File: config.mk
export PLATFORM = sky130hd
export DESIGN_NAME = framed_update_receiver_xor_check_top
export DESIGN_NICKNAME = d
export VERILOG_FILES = /design/src/hdl/furxc_pkg.sv /design/src/hdl/furxc_parse.sv /design/src/hdl/furxc_rsp_queue.sv /design/src/hdl/framed_update_receiver_xor_check_top.sv
export SDC_FILE = /design/constraint.sdc
export NUM_CORES = 1
export LEC_CHECK = 0
export BUFFER_PORTS_ARGS = -buffer_cell sky130_fd_sc_hd__buf_2
export CAP_MARGIN = 10
export CORE_MARGIN = 2
export CORE_UTILIZATION = 50
export DETAILED_ROUTE_END_ITERATION = 7
export GPL_ROUTABILITY_DRIVEN = 0
export PLACE_DENSITY = 0.65
export SYNTH_ARGS = -nofsm -noshare
export SYNTH_HDL_FRONTEND = slang
export SYNTH_SLANG_ARGS = --single-unit
File: constraint.sdc
create_clock -name clock -period 9.5 [get_ports clock]
set_input_delay 0.475 -clock clock [delete_from_list [all_inputs] [get_ports clock]]
set_output_delay 0.475 -clock clock [all_outputs]
set_load 0.01 [all_outputs]
File: src/hdl/furxc_pkg.sv
// Package for the framed update receiver: result record, bundles passed between
// the parser, the result queue and the top level, register indexes and reset codes.
// Depends on nothing; every other file refers to it by scoped names.
package furxc_pkg;

   // Kind of a result transaction.
   localparam logic KIND_WRITE = 1'b0;
   localparam logic KIND_REPLY = 1'b1;

   // Configuration register indexes.
   localparam logic [2:0] CSR_START_CODE = 3'd0;
   localparam logic [2:0] CSR_END_CODE   = 3'd1;
   localparam logic [2:0] CSR_ACK_CODE   = 3'd2;
   localparam logic [2:0] CSR_NACK_CODE  = 3'd3;

   // Register values after reset.
   localparam logic [7:0] RST_START_CODE = 8'h0F;
   localparam logic [7:0] RST_END_CODE   = 8'hF0;
   localparam logic [7:0] RST_ACK_CODE   = 8'h79;
   localparam logic [7:0] RST_NACK_CODE  = 8'h7F;

   // Most results one received byte can cause.
   localparam int MAX_RESULTS = 3;

   typedef struct packed {
      logic [7:0] start_code;
      logic [7:0] end_code;
      logic [7:0] ack_code;
      logic [7:0] nack_code;
   } config_type;

   typedef struct packed {
      logic        kind;
      logic [15:0] mem_address;
      logic [7:0]  mem_byte;
      logic [7:0]  reply_byte;
      logic [15:0] frame_target_address;
      logic [7:0]  frame_number;
      logic        last;
   } result_type;

   // Results produced by one byte: how many, and the records in order.
   typedef struct packed {
      logic [1:0]                   count;
      result_type [MAX_RESULTS-1:0] res;
   } push_type;

   // Queue status seen by the top level.
   typedef struct packed {
      logic [2:0] fill;
   } queue_status_type;

endpackage

File: src/hdl/furxc_parse.sv
// Frame parser: holds the session and frame state and turns one received byte
// into zero to three result records. Depends on furxc_pkg.
module furxc_parse #(
   parameter int MEM_ADDR_BITS = 16
) (
   input  logic                  clock,
   input  logic                  reset,
   input  logic                  go,
   input  logic [7:0]            rx_byte,
   input  furxc_pkg::config_type cfg,
   output furxc_pkg::push_type   push
);

   localparam int AW = MEM_ADDR_BITS;

   logic          at_boundary_ff, at_boundary_in;
   logic          session_on_ff, session_on_in;
   logic [8:0]    byte_index_ff, byte_index_in;
   logic [7:0]    frame_length_ff, frame_length_in;
   logic [15:0]   header_address_ff, header_address_in;
   logic [7:0]    frame_xor_ff, frame_xor_in;
   logic [7:0]    record_xor_ff, record_xor_in;
   logic [AW-1:0] write_pointer_ff, write_pointer_in;
   logic [7:0]    accepted_frames_ff, accepted_frames_in;

   logic [AW-1:0] data_addr;
   logic [AW-1:0] end_addr;
   logic [AW-1:0] next_pointer;
   logic [8:0]    data_limit;
   logic [7:0]    frames_plus_one;

   function automatic furxc_pkg::result_type make_result(
      input logic kind, input logic [15:0] addr, input logic [7:0] mbyte,
      input logic [7:0] rbyte, input logic [15:0] target, input logic [7:0] frame,
      input logic last);
      furxc_pkg::result_type r;
      r.kind                 = kind;
      r.mem_address          = addr;
      r.mem_byte             = mbyte;
      r.reply_byte           = rbyte;
      r.frame_target_address = target;
      r.frame_number         = frame;
      r.last                 = last;
      return r;
   endfunction

   assign data_addr       = write_pointer_ff + AW'(byte_index_ff) - AW'(2);
   assign end_addr        = write_pointer_ff + AW'(frame_length_ff) + AW'(1);
   assign next_pointer    = write_pointer_ff + AW'(frame_length_ff) + AW'(2);
   assign data_limit      = 9'(frame_length_ff) + 9'd3;
   assign frames_plus_one = accepted_frames_ff + 8'd1;

   always_comb begin
      at_boundary_in     = at_boundary_ff;
      session_on_in      = session_on_ff;
      byte_index_in      = byte_index_ff;
      frame_length_in    = frame_length_ff;
      header_address_in  = header_address_ff;
      frame_xor_in       = frame_xor_ff;
      record_xor_in      = record_xor_ff;
      write_pointer_in   = write_pointer_ff;
      accepted_frames_in = accepted_frames_ff;
      push               = '0;
      if (go) begin
         if (at_boundary_ff && rx_byte == cfg.start_code) begin
            at_boundary_in = 1'b0;
            session_on_in  = 1'b1;
            push.count     = 2'd1;
            push.res[0]    = make_result(furxc_pkg::KIND_REPLY, 16'd0, 8'd0, cfg.ack_code,
                                         16'd0, accepted_frames_ff, 1'b1);
         end else if (at_boundary_ff && rx_byte == cfg.end_code) begin
            session_on_in      = 1'b0;
            accepted_frames_in = 8'd0;
            push.count         = 2'd1;
            push.res[0]        = make_result(furxc_pkg::KIND_REPLY, 16'd0, 8'd0,
                                             cfg.ack_code, 16'd0, 8'd0, 1'b1);
         end else begin
            at_boundary_in = 1'b0;
            if (byte_index_ff == 9'd0) begin
               frame_length_in   = rx_byte;
               frame_xor_in      = rx_byte;
               record_xor_in     = rx_byte;
               header_address_in = 16'd0;
               byte_index_in     = 9'd1;
            end else if (byte_index_ff == 9'd1) begin
               header_address_in = {rx_byte, 8'd0};
               frame_xor_in      = frame_xor_ff ^ rx_byte;
               byte_index_in     = 9'd2;
            end else if (byte_index_ff == 9'd2) begin
               header_address_in = {header_address_ff[15:8], rx_byte};
               frame_xor_in      = frame_xor_ff ^ rx_byte;
               byte_index_in     = 9'd3;
            end else if (byte_index_ff < data_limit) begin
               frame_xor_in  = frame_xor_ff ^ rx_byte;
               record_xor_in = record_xor_ff ^ rx_byte;
               byte_index_in = byte_index_ff + 9'd1;
               if (session_on_ff) begin
                  push.count  = 2'd1;
                  push.res[0] = make_result(furxc_pkg::KIND_WRITE, 16'(data_addr), rx_byte,
                                            8'd0, header_address_ff, accepted_frames_ff,
                                            1'b1);
               end
            end else begin
               // Checksum byte: the frame ends here whatever the outcome.
               byte_index_in  = 9'd0;
               at_boundary_in = 1'b1;
               if (!session_on_ff) begin
                  accepted_frames_in = 8'd0;
               end else if (frame_xor_ff == rx_byte) begin
                  accepted_frames_in = frames_plus_one;
                  write_pointer_in   = next_pointer;
                  push.count         = 2'd3;
                  push.res[0] = make_result(furxc_pkg::KIND_WRITE, 16'(write_pointer_ff),
                                            frame_length_ff, 8'd0, header_address_ff,
                                            frames_plus_one, 1'b0);
                  push.res[1] = make_result(furxc_pkg::KIND_WRITE, 16'(end_addr),
                                            record_xor_ff, 8'd0, header_address_ff,
                                            frames_plus_one, 1'b0);
                  push.res[2] = make_result(furxc_pkg::KIND_REPLY, 16'd0, 8'd0,
                                            cfg.ack_code, header_address_ff,
                                            frames_plus_one, 1'b1);
               end else begin
                  push.count  = 2'd1;
                  push.res[0] = make_result(furxc_pkg::KIND_REPLY, 16'd0, 8'd0,
                                            cfg.nack_code, header_address_ff,
                                            accepted_frames_ff, 1'b1);
               end
            end
         end
      end
   end

   always_ff @(posedge clock) begin
      if (reset) begin
         at_boundary_ff     <= 1'b1;
         session_on_ff      <= 1'b0;
         byte_index_ff      <= 9'd0;
         frame_length_ff    <= 8'd0;
         header_address_ff  <= 16'd0;
         frame_xor_ff       <= 8'd0;
         record_xor_ff      <= 8'd0;
         write_pointer_ff   <= '0;
         accepted_frames_ff <= 8'd0;
      end else begin
         at_boundary_ff     <= at_boundary_in;
         session_on_ff      <= session_on_in;
         byte_index_ff      <= byte_index_in;
         frame_length_ff    <= frame_length_in;
         header_address_ff  <= header_address_in;
         frame_xor_ff       <= frame_xor_in;
         record_xor_ff      <= record_xor_in;
         write_pointer_ff   <= write_pointer_in;
         accepted_frames_ff <= accepted_frames_in;
      end
   end

endmodule

File: src/hdl/furxc_rsp_queue.sv
// Four-entry result queue: takes up to three records in one cycle from the
// parser and hands them out one a cycle as they are popped. Depends on furxc_pkg.
module furxc_rsp_queue (
   input  logic                         clock,
   input  logic                         reset,
   input  furxc_pkg::push_type          push,
   input  logic                         pop,
   output logic                         head_valid,
   output furxc_pkg::result_type        head,
   output furxc_pkg::queue_status_type  status
);

   furxc_pkg::result_type entry_ff [4];
   logic [1:0] wr_ptr_ff, wr_ptr_in;
   logic [1:0] rd_ptr_ff, rd_ptr_in;
   logic [2:0] fill_ff, fill_in;

   assign head_valid  = (fill_ff != 3'd0);
   assign head        = entry_ff[rd_ptr_ff];
   assign status.fill = fill_ff;

   always_comb begin
      wr_ptr_in = wr_ptr_ff + push.count;
      rd_ptr_in = rd_ptr_ff + 2'(pop);
      fill_in   = fill_ff + 3'(push.count) - 3'(pop);
   end

   always_ff @(posedge clock) begin
      for (int k = 0; k < furxc_pkg::MAX_RESULTS; k++) begin
         if (2'(k) < push.count) begin
            entry_ff[wr_ptr_ff + 2'(k)] <= push.res[k];
         end
      end
   end

   always_ff @(posedge clock) begin
      if (reset) begin
         wr_ptr_ff <= 2'd0;
         rd_ptr_ff <= 2'd0;
         fill_ff   <= 3'd0;
      end else begin
         wr_ptr_ff <= wr_ptr_in;
         rd_ptr_ff <= rd_ptr_in;
         fill_ff   <= fill_in;
      end
   end

endmodule

File: src/hdl/framed_update_receiver_xor_check_top.sv
// Framed update receiver with XOR check: top level with input register, parser,
// result queue and configuration registers. Depends on furxc_pkg, furxc_parse, furxc_rsp_queue.
// A byte accepted into the input register is parsed once the queue has room for its
// results, which are written into the result queue and offered from its head.
// Throughput: one byte a cycle while results are taken as fast; a good frame end gives
// three results, which leave one a cycle through the result port when it is not stalled.
// Reset is synchronous and active high; it restores the default codes and a closed session.
module framed_update_receiver_xor_check_top #(
   parameter int MEM_ADDR_BITS = 16
) (
   input  logic        clock,
   input  logic        reset,
   input  logic        req_valid,
   output logic        req_stall,
   input  logic [7:0]  req_rx_byte,
   output logic        rsp_valid,
   input  logic        rsp_stall,
   output logic        rsp_kind,
   output logic [15:0] rsp_mem_address,
   output logic [7:0]  rsp_mem_byte,
   output logic [7:0]  rsp_reply_byte,
   output logic [15:0] rsp_frame_target_address,
   output logic [7:0]  rsp_frame_number,
   output logic        rsp_last,
   input  logic        csr_wr_en,
   input  logic [2:0]  csr_index,
   input  logic [7:0]  csr_wr_data
);

   // Configuration registers. Writes to an index beyond the nack code are dropped.
   furxc_pkg::config_type cfg_ff, cfg_in;

   // Input register: holds one received byte until the parser can take it.
   logic       in_valid_ff, in_valid_in;
   logic [7:0] in_byte_ff;
   logic       req_take;
   logic       proc_go;

   furxc_pkg::push_type         push;
   furxc_pkg::result_type       head;
   furxc_pkg::queue_status_type q_status;
   logic                        rsp_take;

   always_comb begin
      cfg_in = cfg_ff;
      if (csr_wr_en) begin
         case (csr_index)
            furxc_pkg::CSR_START_CODE: cfg_in.start_code = csr_wr_data;
            furxc_pkg::CSR_END_CODE:   cfg_in.end_code   = csr_wr_data;
            furxc_pkg::CSR_ACK_CODE:   cfg_in.ack_code   = csr_wr_data;
            furxc_pkg::CSR_NACK_CODE:  cfg_in.nack_code  = csr_wr_data;
            default:                   cfg_in            = cfg_ff;
         endcase
      end
   end

   always_ff @(posedge clock) begin
      if (reset) begin
         cfg_ff.start_code <= furxc_pkg::RST_START_CODE;
         cfg_ff.end_code   <= furxc_pkg::RST_END_CODE;
         cfg_ff.ack_code   <= furxc_pkg::RST_ACK_CODE;
         cfg_ff.nack_code  <= furxc_pkg::RST_NACK_CODE;
      end else begin
         cfg_ff <= cfg_in;
      end
   end

   // The parser works on the held byte only when the queue is sure to have room
   // for the largest burst of three records, which holds while at most one waits.
   assign proc_go   = in_valid_ff && (q_status.fill <= 3'd1);
   assign req_stall = in_valid_ff && !proc_go;
   assign req_take  = req_valid && !req_stall;

   always_comb begin
      in_valid_in = req_take || (in_valid_ff && !proc_go);
   end

   always_ff @(posedge clock) begin
      if (reset) begin
         in_valid_ff <= 1'b0;
      end else begin
         in_valid_ff <= in_valid_in;
      end
   end

   always_ff @(posedge clock) begin
      if (req_take) begin
         in_byte_ff <= req_rx_byte;
      end
   end

   furxc_parse #(
      .MEM_ADDR_BITS (MEM_ADDR_BITS)
   ) u_parse (
      .clock   (clock),
      .reset   (reset),
      .go      (proc_go),
      .rx_byte (in_byte_ff),
      .cfg     (cfg_ff),
      .push    (push)
   );

   // Results of one byte enter the queue together, so the queue never holds part
   // of a byte's results while the parser waits.
   assign rsp_take = rsp_valid && !rsp_stall;

   furxc_rsp_queue u_rsp_queue (
      .clock      (clock),
      .reset      (reset),
      .push       (push),
      .pop        (rsp_take),
      .head_valid (rsp_valid),
      .head       (head),
      .status     (q_status)
   );

   assign rsp_kind                 = head.kind;
   assign rsp_mem_address          = head.mem_address;
   assign rsp_mem_byte             = head.mem_byte;
   assign rsp_reply_byte           = head.reply_byte;
   assign rsp_frame_target_address = head.frame_target_address;
   assign rsp_frame_number         = head.frame_number;
   assign rsp_last                 = head.last;

   // The queue can never overflow its four entries.
   a_fill_bound: assert property (@(posedge clock) disable iff (reset)
      q_status.fill <= 3'd4)
      else $error("result queue holds more than four records");

   // Whole bursts enter the queue, so a lone waiting record closes its byte.
   a_lone_is_last: assert property (@(posedge clock) disable iff (reset)
      (rsp_valid && q_status.fill == 3'd1) |-> rsp_last)
      else $error("lone queued record is not the last of its byte");

   // A held byte that the parser could not take stays unchanged.
   a_hold_byte: assert property (@(posedge clock) disable iff (reset)
      (in_valid_ff && !proc_go) |=> (in_valid_ff && $stable(in_byte_ff)))
      else $error("held input byte changed while waiting");

   // Nothing is pushed into the queue unless the parser was given a byte.
   a_push_needs_go: assert property (@(posedge clock) disable iff (reset)
      (push.count != 2'd0) |-> proc_go)
      else $error("results produced without a byte to parse");

endmodule

* After elaboration in Yosys (flattened, before gate mapping) *
Memory sizes are Yosys's and may differ from the RTL's. A register that Yosys moved wholly into a read port is not among the register bits.
Cells that the tools add are included.

storage, ports and cells
  register bits = 123
  bits in writable memories = 232
  memories = 1
  output and inout port bits = 60
  input bits = 24

cells by class
  mux-type cells = 56
  equality and inequality tests = 16
  bitwise logic cells = 8
  order comparisons = 5
  reductions and logical operators = 32
  $add $sub $neg = 14

memories
  memory                words  width  read ports  clocked after memory_dff  wr ports  RTL line               source
  u_rsp_queue.entry_ff  4      58     1           1                         3         furxc_rsp_queue.sv:13  furxc_pkg::result_type entry_ff [4];

operators with widths
  kind                                                                    number
  176-bit two-way mux                                                     5
  116-bit two-way mux                                                     4
  58-bit two-way mux                                                      4
  8-bit two-way mux                                                       16
  57-bit two-way mux                                                      1
  9-bit two-way mux                                                       4
  16-bit two-way mux                                                      2
  8-bit equality test                                                     3
  16-bit by 1-bit adder with 16-bit output (second input constant)        1
  16-bit by 2-bit adder with 16-bit output (second input constant)        1
  16-bit by 8-bit adder with 16-bit output                                1
  16-bit by 9-bit adder with 16-bit output                                1
  4-bit AND reduction                                                     4
  16-bit by 2-bit subtractor with 16-bit output (second input constant)   1
  8-bit bitwise XOR                                                       2
  1-bit two-way mux                                                       15
  2-bit by 1-bit != test with 1-bit output (second input constant)        7
  2-bit AND reduction                                                     6
  2-bit two-way mux                                                       5
  8-bit by 2-bit adder with 9-bit output (second input constant)          1
  9-bit by 1-bit adder with 9-bit output (second input constant)          1
  9-bit by 1-bit equality test with 1-bit output (second input constant)  1
  9-bit by 2-bit equality test with 1-bit output (second input constant)  1
  9-bit logical NOT                                                       1
  other kinds (26)                                                        43

* Longest topological paths before layout *
  depth in word-level cells = 14
  mapped depth = 20

* By module *
A second synthesis with hierarchy kept.

unflattened totals
  cells, all modules = 2,566
  area, all modules = 22,512.8 um^2

by module, submodules not included
  module                                sequential area each (um^2)  area an instance (um^2)  times used  cells each
  furxc_rsp_queue                       7,106.8                      13,427.9                 1           1,392
  furxc_parse                           1,501.4                      7,488.4                  1           1,033
  framed_update_receiver_xor_check_top  900.9                        1,596.5                  1           141

* Worst setup path before layout *
OpenSTA, ideal clock, no wires.

  path kind = reg-to-reg
  start point = register u_parse.frame_length_ff[1]
  end point = memory u_rsp_queue.entry_ff[1][0] (netlist bit) (enable)
  clock period less this slack = 4.215 ns
  arrival time = 3.625 ns
  stages on the path, launching flop included = 13
  setup slack = 5.285 ns
  cells stage by stage = dfxtp_1 inv_1 ha_1 nor2_1 and3_1 xnor2_1 ha_1 a2111o_1 o32a_1 nand2_1 or3_1 clkbuf_1 nand3_1

RTL lines
  element                 RTL line               source
  start, declared         furxc_parse.sv:19      logic [7:0] frame_length_ff, frame_length_in;
  start signal, assigned  furxc_parse.sv:148     frame_length_ff <= frame_length_in;
  end, declared           furxc_rsp_queue.sv:13

==> flow_metrics.py <==
metrics = {
    "synthesis": {
        "synth_cells": 1932,
        "synth_edf_count": 144,
        "synthFlopType": "dfxtp_1",
        "synthesis.nets": 2017,
        "ys_async_sr_fraction": 0,
        "yosys_warnings": 0,
        "ys_ff_latch": 355,
        "ys_types": 93,
        "synth_seq_area_share": 0.452,
        "synth_area_per_cell_um2": 9.79,
        "synth_area_um2": 18900,
    },
    "grt": {
        "antenna_found_initial": 0,
        "grt-ovfl-total": 0,
        "grt_max_degree": 75,
        "grt_pass1_wl_um": 81400,
        "grtUsageTotal": 0.267,
        "grt_pass1_vias": 14300,
    },
    "sta": {
        "period_needed_ns": 5.16,
        "slew_viol_final": 0,
        "grt_setup_unrepaired": "no",
        "hold_violations": 0,
        "setup-tns-final_ns": 0,
        "worst_pin_slew_ns": 1.17,
        "finClkSkew_ns": 0.0125,
        "relSlewSlack": 0.214,
        "setup_viol": 0,
        "timing.final.crit_share": 0.543,
        "setup_slack_ns": 4.34,
        "fmax_ghz": 0.194,
    },
    "layout": {
        "drive_above_1_share": 0.140,
        "design_area_um2": 21000,
        "final.fill_count": 3391,
        "final_util": 0.561,
        "fin_cells": 2507,
        "final_cell_mix": "281 x nand2_1, 209 x dfxtp_1, 155 x a21oi_1",
        "layout.nets": 2052,
        "synthToLayoutAreaGrowth_pct": 11.1,
        "antenna_cells": 0,
        "final_common_cell": "nand2_1",
    },
    "clocking": {
        "cts_hold_buf": 0,
        "htreeDepth": 2,
        "root_buffer": "clkbuf_16",
        "cts.path.max_buffers": 3,
        "post_cts_buffers": 0,
        "cts_tree": "done",
        "cts_buffers": 40,
        "insertion_delay_ns": 0.57,
        "path_clk_slew_ns": 0.06,
        "clock_sinks": 355,
        "ctsResizeCount": 0,
    },
    "die": {
        "die-area_um2": 39400,
        "core_um2": 37500,
        "start_util": 0.505,
        "fp-row-count": 71,
        "die_h_um": 199,
        "io_pins": 84,
        "die_width_um": 199,
    },
    "worst_hold_path": {
        "worstHoldPathType": "in2reg",
        "min_from": "req_rx_byte[0]",
    },
    "route": {
        "dr.pass1.iters": 5,
        "post_drt_wl_per_cell_um": 20.7,
        "drt_drc_violations_left": 0,
        "drt-total-wl_um": 52000,
        "drtIter0Drc": 1296,
        "viasPerCell": 5.98,
        "ant_nets": 0,
        "vias": 15000,
    },
    "critical_path": {
        "worstSetupStartpoint": "u_parse.frame_length_ff[1]",
        "crit_required_ns": 9.70,
        "critPathArrivalTime_ns": 5.36,
        "path_class": "reg2reg",
        "r2r-start": "u_parse.frame_length_ff[1]",
        "endpoint_kind": "flop",
        "crit_path_max_fanout": 47,
        "start_kind": "flop",
    },
    "placed_design": {
        "place_ws_ns": 4.42,
        "io_buffers": 83,
        "placed_cells": 2436,
        "dp_hpwl_um": 34400,
        "placed_cell_area_um2": 19700,
    },
    "power": {
        "power_density_nw_per_um2": 182,
        "p_leak_nw": 7.68,
        "ir_drop_v": 0.000181,
    },
    "run": {
        "cap_violations": 0,
    },
    "status": {
        "outcome": "complete, no violations",
    },
}
==> metrics by stage <==
step           power (W)  hold WS (ns)
6_report         0.00382        0.0880
3_5_place_dp     0.00227         0.437
4_1_cts          0.00385        0.0645
5_1_grt          0.00397        0.0788
2_1_floorplan    0.00210         0.411
3_3_place_gp     0.00226         0.423
==> cells by family after synthesis <==
family | synth area share
compound gates | 0.171
xor+xnor | 0.0388
fa+ha+maj | 0.0415
buf+inv | 0.0427
flops | 0.452
mux | 0.0782
simple gates | 0.176
==> worst paths after layout <==
check | end | slack, ns | depth (start not counted)
min reg2reg | u_rsp_queue.entry_ff[2][34] | 0.44 | 2
max | u_rsp_queue.entry_ff[2][12] | 4.34 | 15
min | in_byte_ff[0] | 0.09 | 1
max reg2reg | u_rsp_queue.entry_ff[2][12] | 4.34 | 15
==> cell usage after synthesis, types with 17 or more instances <==
| cell | count | area [um^2] |
|---|---|---|
| dfxtp_1 | 211 | 4220 |
| edfxtp_1 | 144 | 4320 |
| o21ai_0 | 94 | 470 |
| xnor2_1 | 59 | 517 |
| o211ai_1 | 18 | 135 |
| inv_1 | 69 | 259 |
| nor2b_1 | 19 | 119 |
| a22oi_1 | 54 | 405 |
| nand2_1 | 281 | 1050 |
| or3_1 | 17 | 106 |
| nor2_1 | 146 | 548 |
| nand3_1 | 48 | 240 |
| mux4_2 | 58 | 1310 |
| clkbuf_1 | 60 | 225 |
| ha_1 | 58 | 726 |
| a21oi_1 | 155 | 776 |
| a21o_1 | 24 | 180 |
| and2_1 | 72 | 450 |
| xor2_1 | 18 | 158 |
| buf_2 | 34 | 170 |
==> cell type report <==
cell class / count / area (um^2) / area share
multi-input cells: 1392 / 9610 / 0.457
well taps: 511 / 639 / 0.0304
clock buffers: 60 / 1160 / 0.0551
inverters: 70 / 263 / 0.0125
clock inverters: 11 / 185 / 0.00881
repair buffers: 108 / 606 / 0.0288
flip-flops and latches: 355 / 8560 / 0.407
==> critical path, stage by stage (launching register included) <==
cell and delay [ns]:
dfxtp_1 0.41, inv_1 0.12, ha_1 0.22, nor2_1 0.16
and3_1 0.21, xnor2_1 0.09, ha_1 0.33, nand4_1 0.10
a21oi_1 0.21, o32a_1 0.33, nand2_1 0.23, nor2_4 0.76
inv_2 0.59, o21a_1 0.46, inv_1 0.09, buf_4 0.47
==> where the power goes <==
group	leakage (nW)	switching, W	total (W)	internal, W
sequential	2.87	0.0000778	0.00170	0.00162
clock	0.649	0.000629	0.00158	0.000955
combinational	4.17	0.000311	0.000542	0.000231
==> registers in the layout, summed over array words and instances, names as in the netlist <==
register and flops:
u_parse.accepted_frames_ff 8, cfg_ff 32, in_valid_ff 1, u_parse.frame_length_ff 8, in_byte_ff 8, u_parse.header_address_ff 16
u_rsp_queue.rd_ptr_ff 2, u_rsp_queue.wr_ptr_ff 2, u_rsp_queue.status 3, u_parse.byte_index_ff 9, u_parse.frame_xor_ff 8, u_parse.session_on_ff 1
u_parse.write_pointer_ff 16, u_parse.record_xor_ff 8, u_parse.at_boundary_ff 1, u_rsp_queue.entry_ff 232
==> layer usage <==
metal | part of all wire | global-route usage | vias up
met1 | 0.42 | 0.348 | 7302
li1 | - | - | 7068
met4 | 0.042 | 0.122 | 0
met5 | 0 | 0 | -
met3 | 0.063 | 0.0334 | 106
met2 | 0.48 | 0.446 | 525
Note: power is estimated with default switching activity, not from simulation.
